`config.mk`:
```
export PLATFORM = sky130hd
export DESIGN_NAME = vmie_queue
export DESIGN_NICKNAME = d
export VERILOG_FILES = /design/src/vmie_pkg.sv /design/src/vmie_queue.sv
export SDC_FILE = /design/constraint.sdc
export NUM_CORES = 1
export LEC_CHECK = 0
export BUFFER_PORTS_ARGS = -buffer_cell sky130_fd_sc_hd__buf_2
export CORE_MARGIN = 8
export CORE_UTILIZATION = 35
export DETAILED_ROUTE_END_ITERATION = 10
export PLACE_DENSITY = 0.61
export SLEW_MARGIN = 30
export SYNTH_ARGS = -nofsm -noshare
export SYNTH_HDL_FRONTEND = slang
export SYNTH_SLANG_ARGS = --single-unit
```
`constraint.sdc`:
```
create_clock -name clk -period 5.8 [get_ports clk]
set_input_delay 1.45 -clock clk [delete_from_list [all_inputs] [get_ports clk]]
set_output_delay 1.45 -clock clk [all_outputs]
set_load 0.03 [all_outputs]
```
`src/vmie_pkg.sv`:
```
// ----------------------------------------------------------------------------
// vmie_pkg
// Shared types and constants for the VM instruction execute block.
// ----------------------------------------------------------------------------
package vmie_pkg;

  typedef enum logic [4:0] {
    FN_MOV  = 5'd0,  FN_ADD  = 5'd1,  FN_SUB  = 5'd2,  FN_MUL  = 5'd3,
    FN_DIV  = 5'd4,  FN_AND  = 5'd5,  FN_OR   = 5'd6,  FN_XOR  = 5'd7,
    FN_SHL  = 5'd8,  FN_SHR  = 5'd9,  FN_SAR  = 5'd10, FN_CMP  = 5'd11,
    FN_JMP  = 5'd12, FN_JZ   = 5'd13, FN_JP   = 5'd14, FN_JN   = 5'd15,
    FN_JNZ  = 5'd16, FN_JNP  = 5'd17, FN_JNN  = 5'd18, FN_JC   = 5'd19,
    FN_JV   = 5'd20, FN_LDH  = 5'd21, FN_LDL  = 5'd22, FN_NOT  = 5'd23,
    FN_SWAP = 5'd24, FN_STOP = 5'd25
  } func_t;

  localparam logic [1:0] ST_OK       = 2'd0;
  localparam logic [1:0] ST_DIV_ZERO = 2'd1;
  localparam logic [1:0] ST_IMM_DEST = 2'd2;

  localparam logic [4:0] REG_IP    = 5'd0;
  localparam logic [4:0] REG_REM   = 5'd16;
  localparam logic [4:0] REG_FLAGS = 5'd17;

  // Flag bit positions inside a 4-bit NZCV nibble
  localparam int unsigned FB_N = 3;
  localparam int unsigned FB_Z = 2;
  localparam int unsigned FB_C = 1;
  localparam int unsigned FB_V = 0;

  // Classified request handed from front to back
  typedef struct packed {
    logic [4:0]  func;
    logic        a_kind;
    logic [4:0]  a_reg;
    logic [31:0] a_val;
    logic        b_kind;
    logic [4:0]  b_reg;
    logic [31:0] b_val;
  } req_t;

  typedef struct packed {
    logic        wr_enable;
    logic [4:0]  wr_index;
    logic [31:0] wr_value;
    logic        wr2_enable;
    logic [4:0]  wr2_index;
    logic [31:0] wr2_value;
    logic [3:0]  flags_nzcv;
    logic [31:0] next_ip;
    logic [1:0]  status;
  } rsp_t;

  typedef enum logic [2:0] {
    BK_IDLE, BK_READ, BK_EXEC, BK_MUL, BK_DIV, BK_DONE
  } bk_state_t;

endpackage

```
`src/vmie_queue.sv`:
```
// ----------------------------------------------------------------------------
// vmie_queue
// Two-entry request queue between the front and the back.
// ----------------------------------------------------------------------------
module vmie_queue (
  input  logic           clk,
  input  logic           rst_n,
  input  logic           push,
  input  vmie_pkg::req_t push_data,
  output logic           full,
  input  logic           pop,
  output logic           empty,
  output vmie_pkg::req_t pop_data
);
  import vmie_pkg::*;

  req_t       mem_r [2];
  logic       wp_r, rp_r;
  logic [1:0] cnt_r;

  assign full     = cnt_r == 2'd2;
  assign empty    = cnt_r == 2'd0;
  assign pop_data = mem_r[rp_r];

  always_ff @(posedge clk) begin
    if (push) begin
      mem_r[wp_r] <= push_data;
    end
  end

  always_ff @(posedge clk) begin
    if (!rst_n) begin
      wp_r  <= 1'b0;
      rp_r  <= 1'b0;
      cnt_r <= 2'd0;
    end else begin
      if (push) wp_r <= ~wp_r;
      if (pop)  rp_r <= ~rp_r;
      cnt_r <= cnt_r + {1'b0, push} - {1'b0, pop};
    end
  end
endmodule

```
-- Word-level counts from Yosys, hierarchy flattened
Memories as Yosys holds them, arrays and structs flattened. A register that Yosys moved wholly into a read port is not among the register bits.
Index checks and enable logic that the tools add are counted.
- $add $sub $neg: 2
- multipliers: 0
- divide/modulo/power cells: 0
- order comparisons: 0
- equal/unequal tests: 1
- shift operators: 0
- muxes and demuxes: 4
- bitwise gates (word level): 2
- reduce and logical (&&, ||, !) cells: 1
- operator list (kind ; count):
    two-way mux 1 bit ; 4
    adder 2 x 1 -> 2 bit ; 1
    equality test 2 bit (second input constant) ; 1
    zero test 2 bit ; 1
    NOT 1 bit ; 2
    subtractor 2 x 1 -> 2 bit ; 1
- flip-flop bits (word level): 4
- latch bits: 0
- RAM bits: 162
- bits in read-only memories: 0
- bits of input ports: 85
- output and inout bits: 83
- logic and storage cells: 14
- memories kept: 1
- memory list (memory ; words ; bits a word ; read ports ; clocked after Yosys merged registers in ; wr ports ; RTL line ; source):
    mem_r ; 2 ; 81 ; 1 ; 1 ; 1 ; vmie_queue.sv:17 ; req_t mem_r [2];

-- Longest topological paths before layout
Gate-level depths: netlist of the first run.
- word-level depth: 3
- gate-level depth with buffers: 6

-- Least setup slack after synthesis of the first run
OpenSTA, ideal clock, no wires.
- kind: input to register
- start point: input port push
- end point: memory mem_r[0][0] (netlist bit), enable pin
- arrival time: 5022 ps
- data required time: 5269 ps
- path slack: 247 ps
- stages on the path: 1
- path buffers: 0
- cell sequence: nor2b_1
- word-level cells in the longest chain between the ends: 2
- ends and longest elaborated chain (item ; RTL line ; source):
    start: declaration ; vmie_queue.sv:8 ; input logic push,
    two-way mux 1 bit ; vmie_queue.sv:26 ; if (push) begin
    two-way mux 1 bit (not written as such) ; vmie_queue.sv:27 ; mem_r[wp_r] <= push_data;
    end: declaration ; vmie_queue.sv:17 ;
Every way passes these cells.

==> summary.md, run 1 <==
| Metric | Value |
|---|---|
| Outcome | complete, no violations |
| Worst path buffer plus inverter count | 2 |
| Cell taking the most area after synthesis | edfxtp_1 |
| Initial antenna violation count | 1 |
| Final estimated routing congestion in global placement | 0.666 |
| Syn_nets | 360 |
| Critical Path Source Type | register |
| Leak Pwr | 3.26 nW |
| Wire per inst | 17.7 µm |
| Vias in the first global route | 3512 |
| Hold Path Cell Cnt | 2 |
| Layout cell share with drive strength beyond 1 | 0.605 |
| Post-synthesis register bit count | 167 |
| Top Layer Used | met5 |
| Max-slew headroom | 0.490 |
| Worst R2R Path Depth | 3 |
| Most frequent cells in the layout | 167 x buf_2, 162 x edfxtp_1, 80 x mux2_4 |
| Synthesized area per cell | 23.7 µm² |
| CP top delay family | flip-flops |
| Skew-Pair Late Insertion Delay | 0.41 ns |
| Via density per instance | 4.38 |
| Slowest cell on crit path | dfxtp_4 |
| HP Class | reg -> reg |
| Total power | 3.08 mW |
| R2r setup slk | 4.06 ns |
| CTS Buffer Depth | 2 |
| WP data required | 4.35 ns |
| Num CTS Buffers | 17 |
| RSZ-0062 raised after global routing | no |
| Top-area cell type share of the netlist area | 0.751 |
| Maximum vdd ir drop | 0.190 mV |
| Core area | 18100 µm² |
| Register area share after synthesis | 0.767 |
| Slew Limit Fails | 0 |
| Cell count after synthesis | 273 |
| Post-synthesis cell area | 6470 µm² |
| Final worst path period need | 3.67 ns |
| Final wirelength | 12.4 mm |
| Clock Tree Root | clkbuf_16 |
| Register area | 4970 µm² |
| Count of buffers from port buffering | 167 |
| Setup WS pre-CTS | 2.51 ns |
| DR vias | 3059 |
| Final Skew | 0.00463 ns |
| Synth area leaders | edfxtp_1 75%, mux2_4 19%, buf_12 2.5%, dfxtp_1 1.5%, and2_1 0.39% |
| Setup repair bufs after CTS | 0 |
| Worst R2R Start | wp_r |
| Top Ports | 168 |
| Pwr per Cell Area | 375 nW/µm² |
| Crit. End Element | primary output |
| Grt total ovfl | 0 |
| Die Width | 152 µm |
| Fillers | 1557 |
| Area of the multi-input gates | 1340 µm² |
| Initial Utilization | 0.358 |
| Die area | 23100 µm² |
| Row count | 49 |
| Wire length on met2 | 6.19 mm |
| CTS Sinks | 167 |
| PostCTS Resize Cnt | 0 |
| Critical path class | reg -> out |
| Final Hold Fails | 0 |
| Setup-failing EPs final | 0 |
| Worst-path cell chain | buf_12 -> mux2_4 -> buf_2 |
| CTS tree | done |
| Worst slew pin tran | 0.764 ns |
| Chip height | 152 µm |
| Worst-path fanout max | 43 |
| Max frequency | 273 MHz |
| Final Cycle Share | 0.632 |
| Maxcap violations | 0 |
| First-pass GRT wire length | 19.1 mm |
| Yosys warns | 0 |
| 1st-iter DRT viols | 98 |
| Worst EP arrival | 2.22 ns |
| Pin count of the biggest net entering global routing | 48 |
| Clk slew on worst S/H paths | 0.06 ns |
| GRT Util Overall | 0.108 |
| Met3 WL post-DR | 796 µm |
| Reg2Reg Capture Point | mem_r[0][42] |
| Worst hold start | rp_r |
| Leading cell type in the layout, fill and taps excluded | buf_2 |
| Wl on met1 | 5.22 mm |
| Drt pass-1 iters | 4 |
| Setup TNS | 0 ns |
| Nets | 542 |
| Area grow syn2layout | 26.8% |
| CTS H-tree lvls | 4 |
| Post-CTS Hold Fix Bufs | 0 |
| Library cells used by synthesis | 14 |
| DR DRC count | 0 |
| Max stage delay on crit path | 0.84 ns |
| Post-route ant nets | 0 |
| Setup ws final | 2.13 ns |
| HPWL after detailed placement | 8.59 mm |
## per-layer routing
layer  track usage  vias to the layer above
met2         0.179                      105
met3        0.0448                       11
met4        0.0457                        2
met1         0.121                     1501
met5             0                        -
li1              -                     1440
## report_power, final
part / internal, mW / total, mW / switching, mW / leakage (nW)
sequential: 1.39 / 1.43 / 0.0319 / 1.56
combinational: 0.176 / 0.411 / 0.235 / 1.38
clock: 0.804 / 1.24 / 0.439 / 0.315
total: 2.37 / 3.08 / 0.706 / 3.26
## worst reg2reg max path: cells and delay by family, from the launching register on
family	cells	cell delay [ns]
simple gates	1	0.53
buf+inv	2	0.53
flops	1	0.34
## kinds of logic after synthesis
family,count (synthesis),synth area share
fa+ha+maj,2,0.00386
mux,81,0.187
compound gates,1,0.00116
simple gates,9,0.00831
flops,167,0.767
xor+xnor,2,0.00483
buf+inv,11,0.0276
## flip-flops by register name, indices dropped and copies added, names as in the netlist, named ones only
register  cells
wp_r          1
mem_r       162
cnt_r         2
rp_r          1
## synthesized netlist by cell type
cell and number:
mux2_2 1, xor2_1 1, edfxtp_1 162, nor2_1 1, buf_6 1, nor2b_1 4, o21a_1 1, buf_12 8
and2_1 4, ha_1 2, dfxtp_1 5, xnor3_1 1, inv_1 2, mux2_4 80
## stage by stage
stage          area [µm²]  hold WS, ns   util  instances
2_1_floorplan        6470        0.555      -        273
3_3_place_gp         7480        0.560  0.413        662
3_5_place_dp         7550        0.560  0.417        665
4_1_cts              8200        0.575  0.454        697
5_1_grt              8200        0.596  0.454        697
6_report             8210        0.577  0.454        698
## final cells by class
type                            instances  area share
Sequential cell                       167       0.605
Multi-Input combinational cell         95       0.163
Timing Repair Buffer                  172       0.115
Clock buffer                           18      0.0523
Tap cell                              229      0.0349
Clock inverter                         14      0.0279
Inverter                                2    0.000915
Antenna cell                            1    0.000305
## how the worst max path moves through the flow
stage	start	end	slack, ns	cells past startpoint
finish	register	pop_data[45]	2.13	3
global route	register	pop_data[45]	2.00	3
CTS	register	pop_data[80]	2.04	3
detailed placement	register	pop_data[80]	2.51	3
global placement	register	pop_data[80]	2.51	3
floorplan	push	mem_r[0][0]	0.25	1
Power figures use the tool's default switching activity.
==> inputs of run 2 (changes only) <==
PLACE_DENSITY = 0.59   (was 0.61)
clock period = 3.4 ns   (was 5.8 ns; I/O delays follow)
==> summary.md, run 2 (same netlist as run 1, synthesis figures left out) <==
| Metric | Value |
|---|---|
| Outcome | complete, no violations (unchanged) |
| Most frequent cells in the layout | 167 x buf_2, 162 x edfxtp_1, 80 x mux2_4 (unchanged) |
| Worst slew pin tran | 0.674 ns (was 0.764 ns) |
| Crit. End Element | primary output (unchanged) |
| Register with the most flip-flops | mem_r (unchanged) |
| Post-layout util | 0.445 (was 0.454) |
| HP Class | reg -> reg (unchanged) |
| Grt total ovfl | 0 (unchanged) |
| Pwr per Cell Area | 610 nW/µm² (was 375 nW/µm²) |
| CTS tree | done (unchanged) |
| Final Hold Fails | 0 (unchanged) |
| PostCTS Resize Cnt | 0 (unchanged) |
| 1st-iter DRT viols | 84 (was 98) |
| Slew Limit Fails | 0 (unchanged) |
| WP data required | 2.55 ns (was 4.35 ns) |
| Final worst path period need | 2.76 ns |
| Num CTS Buffers | 17 (unchanged) |
| Final Skew | 0.00780 ns (was 0.00463 ns) |
| Clk slew on worst S/H paths | 0.06 ns (about the same) |
| Area of the multi-input gates | 1340 µm² (unchanged) |
| Clock Tree Root | clkbuf_16 (unchanged) |
| Die Width | 152 µm (unchanged) |
| Setup repair bufs after CTS | 0 (unchanged) |
| Drt pass-1 iters | 4 (unchanged) |
| Final wirelength | 12.3 mm (was 12.4 mm) |
| Post-CTS Hold Fix Bufs | 0 (unchanged) |
| Final Cycle Share | 0.811 |
| RSZ-0062 raised after global routing | no (unchanged) |
| Chip height | 152 µm (unchanged) |
| Area grow syn2layout | 24.4% (was 26.8%) |
| Worst-path fanout max | 36 (was 43) |
| DR vias | 3073 (was 3059) |
| Skew-Pair Late Insertion Delay | 0.41 ns (about the same) |
| Die area | 23100 µm² (unchanged) |
| Largest registers | mem_r (162), cnt_r (2) (unchanged) |
| Initial Utilization | 0.358 (unchanged) |
| Vias in the first global route | 3409 (was 3512) |
| Sw Ratio | 0.240 (was 0.229) |
| Setup-failing EPs final | 0 (unchanged) |
| Cell Area, Placed | 7500 µm² (was 7550 µm²) |
| Layout cell share with drive strength beyond 1 | 0.600 (was 0.605) |
| Critical Path Source Type | register (unchanged) |
| Wire per inst | 17.6 µm (was 17.7 µm) |
| Pin count of the biggest net entering global routing | 47 (was 48) |
| Register area | 4970 µm² (unchanged) |
| Number of flip-flops in the largest register | 162 (unchanged) |
| Leak Pwr | 3.18 nW (was 3.26 nW) |
| Setup TNS | 0 ns (unchanged) |
| Maximum vdd ir drop | 0.324 mV (was 0.190 mV) |
| Seq pwr share | 0.491 (was 0.463) |
| Critical path class | reg -> out (unchanged) |
| CTS Buffer Depth | 2 (unchanged) |
| Comb pwr share | 0.147 (was 0.133) |
| Leading cell type in the layout, fill and taps excluded | buf_2 (unchanged) |
| Fillers | 1593 (was 1557) |
| Layout Cell Area excl Fill | 8050 µm² (was 8210 µm²) |
| CTS Sinks | 167 (unchanged) |
| Count of buffers from port buffering | 167 (unchanged) |
| First-pass GRT wire length | 18.9 mm (was 19.1 mm) |
| Row count | 49 (unchanged) |
| Max-slew headroom | 0.551 (was 0.490) |
| NetSw | 1.18 mW (was 706 µW) |
| Worst EP arrival | 1.91 ns (was 2.22 ns) |
| HPWL after detailed placement | 8.53 mm (was 8.59 mm) |
| GRT Util Overall | 0.107 (was 0.108) |
| Post-route ant nets | 0 (unchanged) |
| Nets | 542 (unchanged) |
| Clock share of power | 0.363 (was 0.404) |
| Top Ports | 168 (unchanged) |
| Fin cells | 698 (unchanged) |
| CTS H-tree lvls | 4 (unchanged) |
| Max frequency | 363 MHz |
| DR DRC count | 0 (unchanged) |
| Internal Pwr Total | 3.73 mW (was 2.37 mW) |
| Initial antenna violation count | 3 (was 1) |
| Via density per instance | 4.40 (was 4.38) |
| Final estimated routing congestion in global placement | 0.699 (was 0.666) |
| Core area | 18100 µm² (unchanged) |
| Dpl cells | 665 (unchanged) |
| Maxcap violations | 0 (unchanged) |
run 2: changes by cell type in the layout (fill, tap and decap cells not counted), sizes merged:
cell      change
clkbuf        +1
clkinvlp      +2
bufinv        -4
diode         +1
clkinv        +1
inv           -1
run 2: area by class of cell:
cell class / instances / area share
inverters: 2 / 0.000933
repair buffers: 172 / 0.112
clock inverters: 12 / 0.0138
diodes: 2 / 0.000622
clock buffers: 19 / 0.0538
well taps: 229 / 0.0356
multi-input cells: 95 / 0.166
flip-flops and latches: 167 / 0.617
run 2: per-stage QoR:
stage | worst slack, ns | hold slack [ns] | power [mW]
floorplan | 0.223 | 0.555 | 3.00
global placement | 1.06 | 0.571 | 3.17
detailed placement | 1.05 | 0.569 | 3.19
CTS | 0.591 | 0.589 | 4.99
global route | 0.552 | 0.598 | 5.11
finish | 0.644 | 0.593 | 4.91
run 2: power groups by stage:
stage	Combinational, mW	Sequential [mW]	Clock [mW]
after floorplan	0.553	2.45	0
after global placement	0.723	2.45	0
after global routing	0.767	2.42	1.92
after CTS	0.737	2.41	1.84
after detailed placement	0.735	2.46	0
final	0.720	2.41	1.78
run 2: worst paths after layout:
kind / from / end / slack, ns / cells past startpoint
worst max-delay path: register / pop_data[80] / 0.64 / 3
worst min-delay path: rp_r / register / 0.59 / 2
worst max register to register: wp_r / mem_r[1][8] / 1.75 / 2
worst min register to register: rp_r / register / 0.59 / 2
run 2: per-layer routing:
metal | track usage | part of all wire | vias up
met5 | 0 | 0.0020 | -
met4 | 0.0495 | 0.019 | 4
met3 | 0.0496 | 0.078 | 23
met2 | 0.175 | 0.49 | 113
met1 | 0.118 | 0.41 | 1492
li1 | - | - | 1441
run 2: worst max-delay path, cell delays in order, from the launching register on:
cell     delay (ns)
dfxtp_4        0.35
buf_4          0.53
mux2_2         0.41
buf_2          0.18
==> inputs of run 3 (changes only) <==
clock period = 2.59 ns   (was 3.4 ns; I/O delays follow)
==> summary.md, run 3 (same netlist as run 1, synthesis figures left out) <==
| Metric | Value |
|---|---|
| Setup repair bufs after CTS | 0 (unchanged) |
| Chip height | 152 µm (unchanged) |
| Largest registers | mem_r (162), cnt_r (2) (unchanged) |
| Final Skew | 0.00681 ns (was 0.00780 ns) |
| Setup-failing EPs final | 0 (unchanged) |
| DR DRC count | 0 (unchanged) |
| Max-slew headroom | 0.737 (was 0.551) |
| Area of the multi-input gates | 1340 µm² (unchanged) |
| Crit. End Element | primary output (unchanged) |
| PostCTS Resize Cnt | 0 (unchanged) |
| First-pass GRT wire length | 18.9 mm (about the same) |
| HPWL after detailed placement | 8.67 mm (was 8.53 mm) |
| Top Ports | 168 (unchanged) |
| CTS Sinks | 167 (unchanged) |
| Wire per inst | 17.3 µm (was 17.6 µm) |
| GRT Util Overall | 0.107 (about the same) |
| Nets | 546 (was 542) |
| Pwr per Cell Area | 799 nW/µm² (was 610 nW/µm²) |
| Final wirelength | 12.1 mm (was 12.3 mm) |
| Skew-Pair Late Insertion Delay | 0.41 ns (about the same) |
| Die area | 23100 µm² (unchanged) |
| CTS tree | done (unchanged) |
| Critical Path Source Type | register (unchanged) |
| Register area | 4970 µm² (unchanged) |
| Worst EP arrival | 1.75 ns (was 1.91 ns) |
| Final Cycle Share | 0.926 |
| Clock Tree Root | clkbuf_16 (unchanged) |
| RSZ-0062 raised after global routing | no (unchanged) |
| Maximum vdd ir drop | 0.419 mV (was 0.324 mV) |
| Worst hold start | push_data[73] (was rp_r) |
| Max frequency | 417 MHz |
| Initial antenna violation count | 2 (was 3) |
| Maxcap violations | 0 (unchanged) |
| Layout cell share with drive strength beyond 1 | 0.611 (was 0.600) |
| Post-CTS Hold Fix Bufs | 0 (unchanged) |
| Setup TNS | 0 ns (unchanged) |
| HP Class | in -> reg (was reg -> reg) |
| Post-route ant nets | 0 (unchanged) |
| Final worst path period need | 2.40 ns |
| Final estimated routing congestion in global placement | 0.653 (was 0.699) |
| CTS Buffer Depth | 2 (unchanged) |
| Slew Limit Fails | 0 (unchanged) |
| Hold Slack | 0.414 ns (was 0.593 ns) |
| Via density per instance | 4.39 (was 4.40) |
| Initial Utilization | 0.358 (unchanged) |
| Outcome | complete, no violations (unchanged) |
| Critical path class | reg -> out (unchanged) |
| Die Width | 152 µm (unchanged) |
| Final Hold Fails | 0 (unchanged) |
| Count of buffers from port buffering | 167 (unchanged) |
| Num CTS Buffers | 17 (unchanged) |
| Fin cells | 701 (was 698) |
| Number of flip-flops in the largest register | 162 (unchanged) |
| Worst-path fanout max | 13 (was 36) |
| Worst R2R Start | wp_r (unchanged) |
| Leak Pwr | 3.23 nW (was 3.18 nW) |
| Area grow syn2layout | 25.8% (was 24.4%) |
| CTS H-tree lvls | 4 (unchanged) |
| Clk slew on worst S/H paths | 0.06 ns (about the same) |
| Fillers | 1559 (was 1593) |
| Drt pass-1 iters | 3 (was 4) |
| Worst slew pin tran | 0.395 ns (was 0.674 ns) |
| Vias in the first global route | 3563 (was 3409) |
| Row count | 49 (unchanged) |
| 1st-iter DRT viols | 64 (was 84) |
| Dpl cells | 669 (was 665) |
| DR vias | 3077 (was 3073) |
| Pin count of the biggest net entering global routing | 60 (was 47) |
| Core area | 18100 µm² (unchanged) |
| Register with the most flip-flops | mem_r (unchanged) |
| Most frequent cells in the layout | 167 x buf_2, 162 x edfxtp_1, 80 x mux2_4 (unchanged) |
| Leading cell type in the layout, fill and taps excluded | buf_2 (unchanged) |
| WP data required | 1.94 ns (was 2.55 ns) |
| Grt total ovfl | 0 (unchanged) |
## run 3: metal layers
metal	track usage	up-vias	wire length [µm]
li1	-	1448	-
met1	0.108	1503	4830
met2	0.190	105	6330
met3	0.0457	17	767
met4	0.0443	4	163
met5	0	-	30
## run 3: worst paths after layout
kind | end | slack, ns | depth (start not counted)
hold reg to reg | register | 0.58 | 2
setup reg to reg | mem_r[1][8] | 1.15 | 2
setup / recovery | pop_data[80] | 0.19 | 3
hold / removal | mem_r[1][73] | 0.41 | 1
## run 3: cell type report
| cell class | count | share of cell area |
|---|---|---|
| clock buffers | 18 | 0.0527 |
| inverters | 2 | 0.000922 |
| repair buffers | 176 | 0.120 |
| multi-input cells | 95 | 0.165 |
| well taps | 229 | 0.0352 |
| clock inverters | 13 | 0.0161 |
| diodes | 1 | 0.000307 |
| flip-flops and latches | 167 | 0.610 |
## run 3: power breakdown
part           internal, mW  switching (mW)
logic                 0.401           0.551
registers              3.12          0.0500
clock network          1.41           0.971
total                  4.93            1.57
## run 3: critical path: stages, from the launching register on
cell,delay [ns]
dfxtp_4,0.51
buf_4,0.29
mux2_2,0.36
buf_2,0.18
## run 3: metrics by stage
stage / setup slack (ns) / total power, mW / utilization / area (µm²)
detailed placement: 0.613 / 4.20 / 0.419 / 7580
finish: 0.190 / 6.50 / 0.450 / 8140
floorplan: 0.276 / 3.94 / - / 6480
CTS: 0.145 / 6.62 / 0.450 / 8140
global route: 0.113 / 6.75 / 0.450 / 8140
global placement: 0.618 / 4.18 / 0.419 / 7580
